### src/hdl/dfa_pkg.sv
`default_nettype none

package dfa_pkg;

    localparam int NUM_STATES  = 64;
    localparam int NUM_SYMBOLS = 32;

    localparam int STATE_W  = 6;
    localparam int SYM_W    = 8;
    localparam int OP_W     = 3;
    localparam int STATUS_W = 3;

    localparam int STATE_AW    = (NUM_STATES > 1) ? $clog2(NUM_STATES) : 1;
    localparam int SYM_AW      = (NUM_SYMBOLS > 1) ? $clog2(NUM_SYMBOLS) : 1;
    localparam int CNT_W       = $clog2(NUM_SYMBOLS + 1);
    localparam int TRANS_AW    = STATE_AW + SYM_AW;
    localparam int TRANS_DEPTH = 1 << TRANS_AW;

    typedef enum logic [OP_W-1:0] {
        OP_STEP       = 3'd0,
        OP_ADD_SYMBOL = 3'd1,
        OP_SET_TRANS  = 3'd2,
        OP_SET_FINAL  = 3'd3,
        OP_RESTART    = 3'd4
    } op_t;

    typedef enum logic [STATUS_W-1:0] {
        ST_OK      = 3'd0,
        ST_UNKNOWN = 3'd1,
        ST_NOTRANS = 3'd2,
        ST_NOCUR   = 3'd3,
        ST_FULL    = 3'd4
    } status_t;

    typedef struct packed {
        logic               valid;
        logic [STATE_W-1:0] next;
    } trans_entry_t;

    typedef struct packed {
        logic                en;
        logic                we;
        logic [TRANS_AW-1:0] addr;
        trans_entry_t        wdata;
    } trans_req_t;

    typedef struct packed {
        logic              hit;
        logic [SYM_AW-1:0] idx;
        logic              full;
    } alpha_look_t;

    function automatic logic state_in_range(input logic [STATE_W-1:0] s);
        return (int'(s) < NUM_STATES);
    endfunction

endpackage

`default_nettype wire

### src/hdl/dfa_alpha.sv
`default_nettype none

// Alphabet store: append-only byte list with first-match lookup.
module dfa_alpha import dfa_pkg::*;
(
    input  wire logic             clk,
    input  wire logic             rst_n,
    input  wire logic             wr_en,
    input  wire logic [SYM_W-1:0] wr_byte,
    input  wire logic [SYM_W-1:0] look_byte,
    output alpha_look_t           look
);

    logic [SYM_W-1:0]       store_reg [NUM_SYMBOLS];
    logic [CNT_W-1:0]       count_reg;
    logic [CNT_W-1:0]       count_next;
    logic [NUM_SYMBOLS-1:0] match;
    logic [NUM_SYMBOLS-1:0] first;
    logic [SYM_AW-1:0]      idx;

    // caller only writes when not full
    always_ff @(posedge clk)
    begin
        if (wr_en)
        begin
            store_reg[count_reg[SYM_AW-1:0]] <= wr_byte;
        end
    end

    assign count_next = wr_en ? count_reg + CNT_W'(1) : count_reg;

    always_ff @(posedge clk or negedge rst_n)
    begin
        if (!rst_n)
        begin
            count_reg <= '0;
        end
        else
        begin
            count_reg <= count_next;
        end
    end

    // lowest matching index wins: isolate the lowest set bit, then OR-encode
    always_comb
    begin
        for (int i = 0; i < NUM_SYMBOLS; i++)
        begin
            match[i] = (CNT_W'(i) < count_reg) && (store_reg[i] == look_byte);
        end
        first = match & (~match + NUM_SYMBOLS'(1));
        idx   = '0;
        for (int i = 0; i < NUM_SYMBOLS; i++)
        begin
            if (first[i])
            begin
                idx = idx | SYM_AW'(i);
            end
        end
    end

    assign look.hit  = |match;
    assign look.idx  = idx;
    assign look.full = (count_reg >= CNT_W'(NUM_SYMBOLS));

endmodule

`default_nettype wire

### config.mk
export PLATFORM = sky130hd
export DESIGN_NAME = dfa_alpha
export DESIGN_NICKNAME = d
export VERILOG_FILES = /design/src/hdl/dfa_pkg.sv /design/src/hdl/dfa_alpha.sv
export SDC_FILE = /design/constraint.sdc
export NUM_CORES = 1
export LEC_CHECK = 0
export BUFFER_PORTS_ARGS = -buffer_cell sky130_fd_sc_hd__buf_2
export CAP_MARGIN = 0
export CORE_ASPECT_RATIO = 0.9
export CORE_MARGIN = 4
export CORE_UTILIZATION = 55
export DETAILED_ROUTE_END_ITERATION = 10
export GPL_ROUTABILITY_DRIVEN = 0
export PLACE_DENSITY = 0.72
export SLEW_MARGIN = 20
export SYNTH_ARGS = -nofsm -noshare
export SYNTH_HDL_FRONTEND = slang
export SYNTH_SLANG_ARGS = --single-unit
### constraint.sdc
create_clock -name clk -period 3 [get_ports clk]
set_clock_uncertainty 0.1 [all_clocks]
set_input_delay 0.15 -clock clk [delete_from_list [all_inputs] [get_ports clk]]
set_output_delay 0.15 -clock clk [all_outputs]
set_load 0.02 [all_outputs]
==> impl_metrics.toml <==
[run_status]
status = "finished, violations left"
violations = "negative setup slack"

[yosys]
synth_nets = 899
synth.distinct_cells = 54
synth-xor-area-share_pct = 18.66
synthCells = 874
synth_top_area_cell = "edfxtp_1"
synth.area.top_cells = "edfxtp_1 (63%), xnor2_1 (13%), xor2_1 (5.2%)"
synth_common_cells = "edfxtp_1 (256), xnor2_1 (187), xor2_1 (73)"
synth.most_common_cell = "edfxtp_1"
synth_mux_area_share_pct = 0
synth_top_family_by_area = "XOR/XNOR gates"
synthAdderAreaFrac_pct = 0.6152
synth_area_um2 = 12200
yosys.area_share.simple_pct = 10.64
synth_top_cell_area_share_pct = 63.00
synth-compound-area-share_pct = 3.240
avgSynthCellArea_um2 = 13.96
ys_warn_count = 0
synth-seq-cells = 262
async_reset_ff_share_pct = 2.290
synth_ff_type = "edfxtp_1"
synth_edf_count = 256
ys_seq_area_share_pct = 64.23

[grt]
grt_overflow_total = 0
grt_pass1_vias = 7306
antenna_found_initial = 0
grt_max_degree = 33
grt_util_all_layers_pct = 24.02
grt_pass1_wl_mm = 44.18

[worst_setup_path]
critPathBufInv = 2
critPathSlowestCell = "or3_4"
cp.required_ps = 2750
arrival_ps = 3030
startpoint_type = "flip-flop"
crit_fanout = 5
reg2reg_depth = 7
cp_top_family = "simple AND/OR/NAND/NOR gates"
path_class = "reg2out"
endpoint_kind = "output pin"
path_cells = "or3_4 > nor3b_4 > nor3_4 > nor4_4 > buf_4 > nand3b_4 > nor3_4 > a41oi_2 > o2111ai_2 > buf_6"
crit_path_frequent_cell = "nor3_4"
cp_num_cells = 10
critPathMaxStageDelay_ps = 450

[layout]
largest_reg_flops = 256
fill_cells = 1547
syn2layout_area_growth_pct = 17.88
utilization_pct = 66.11
n_antenna_cell = 0
drive_gt1_share_pct = 21.20
nets = 990

[power_and_ir_drop]
p_clk_share_pct = 34.1
power.switching_mw = 2.640
seqPwrFrac_pct = 45.6
p_leak_nw = 4.733
power_mw = 9.609
irDropWorstVdd_mv = 0.5832
powerDensity_nw_per_um2 = 668.0
switching_share_pct = 27.48
internal_power_mw = 6.968
combPwrFrac_pct = 20.3

[floorplan]
std_cell_rows = 51
coreArea_um2 = 21760
die_w_um = 165.0
start_util_pct = 56.08
num_io_pins = 26
fp.dieH_um = 149.3
die-area_um2 = 24640

[clock_network]
insertion_delay_ps = 530
numCtsBuffers = 27
htree_levels = 1
cts-root-buf = "clkbuf_16"
clk_pin_slew_ps = 60
cts.sinks = 262
cts.path.max_buffers = 3
cts_tree = "yes"

[timing]
fin_tns_setup_ps = -1385
period_needed_ps = 3279
timing.hold.ws_ps = 151.8
slew_viol_final = 0
maxSlewHeadroom_pct = 42.98
worst_pin_slew_ps = 855.3
setup_ws_ps = -278.5
rsz0062_at_grt = "true"
final_hold_viol_count = 0
setup_viol = 6
fin_crit_sh_pct = 109.3
fmax_mhz = 305.0

[detailed_routing]
drc = 0
finalWirelength_mm = 29.28
first_pass_iters = 5
drt_iter0_markers = 675
via_per_inst = 5.819
wire_per_inst_um = 22.93
routed-via-count = 7431
ant_nets = 0

[flow_run]
drv_cap = 0

[min_path]
hold_path_depth = 1
min_path_type = "in2reg"

[placed_design]
place_hpwl_mm = 17.27
place.port_buffers = 25
place_ws_ps = 83.95
## final cells by class
type | instances | area, um2 | area share [%]
Tap cell | 291 | 364.1 | 2.531
Timing Repair Buffer | 109 | 947.2 | 6.584
Clock buffer | 32 | 694.4 | 4.827
Multi-Input combinational cell | 559 | 4340 | 30.17
Sequential cell | 262 | 7839 | 54.49
Clock inverter | 18 | 170.2 | 1.183
Inverter | 6 | 30.03 | 0.2088
## worst register-to-register path, delay by kind of cell, from the launching register on
family        cells  cell delay (ps)
buf+inv           4              440
simple gates      2             1020
fa+ha+maj         1              130
flops             1              390
## what timing repair did
action / in CTS / in global routing
hold buffers: 3 / 0
endpoints found under the setup margin: 6 / 6
pin swaps: 20 / 9
gates resized for setup: 57 / 16
setup buffers: 20 / 3
cloned: 0 / 0
hold endpoints to repair: 9 / 0
## cell usage in the layout, fill, tap and decap left out, types with 3 or more instances in the layout
| cell | instances |
|---|---|
| xor2_1 | 73 |
| o211ai_1 | 7 |
| xnor2_1 | 187 |
| clkinv_2 | 8 |
| nand3_1 | 20 |
| o21ai_0 | 8 |
| nand3_2 | 3 |
| or2_2 | 3 |
| buf_2 | 20 |
| nor4_2 | 4 |
| edfxtp_1 | 256 |
| inv_1 | 4 |
| a21o_1 | 4 |
| clkbuf_16 | 27 |
| ha_1 | 3 |
| clkinv_1 | 4 |
| nor2b_1 | 5 |
| a31oi_1 | 3 |
| buf_12 | 11 |
| a21oi_1 | 11 |
| buf_6 | 9 |
| clkbuf_1 | 5 |
| nor2_1 | 51 |
| dfrtp_1 | 5 |
| or3_1 | 5 |
| bufinv_16 | 3 |
| buf_4 | 66 |
| clkinvlp_4 | 3 |
| nor3_2 | 12 |
| nand4_1 | 45 |
| nor3_1 | 23 |
| nand2_1 | 19 |
| nor4_1 | 14 |
| dlygate4sd3_1 | 3 |
## stage by stage
step	std cells	instance area [um2]
final	1277	14390
after detailed placement	1203	12970
after global routing	1277	14390
after global placement	1203	12970
after floorplan	874	12200
after CTS	1275	14300
## cell families (layout without fill, tap and decap cells)
family | count (synthesis) | in the layout
flip-flops | 262 | 262
XOR/XNOR | 260 | 260
AND/OR/NAND/NOR | 236 | 236
AO/OA/AOI/OAI | 57 | 57
buffers and inverters | 53 | 165
adder cells (fa/ha/maj) | 6 | 6
## path summary, 6_finish.rpt
check	startpoint	slack (ps)	end
worst max-delay path	count_reg[3]	-280	look[4]
worst min-delay path	wr_byte[3]	150	store_reg[19][3]
worst max register to register	count_reg[0]	560	store_reg[6][3]
worst min register to register	count_reg[0]	630	count_reg[0]
max in group asynchronous	rst_n	2040	count_reg[4]
min in group asynchronous	rst_n	500	count_reg[5]
## metal layers
metal  part of all wire (%)  track usage [%]  wire, um
met5                      0                0         0
met4                    2.1            5.696       604
met3                    6.8            3.730      1979
met2                     47            37.80     13860
met1                     44            35.61     12840
## power groups by stage
stage	Sequential, mW	Clock [mW]	Combinational, mW
2_1_floorplan	4.43	0	0.991
3_3_place_gp	4.44	0	1.53
3_5_place_dp	4.45	0	1.55
4_1_cts	4.38	3.32	1.88
5_1_grt	4.40	3.47	2.07
6_report	4.38	3.27	1.95
Note: power is estimated with default switching activity, not from simulation.
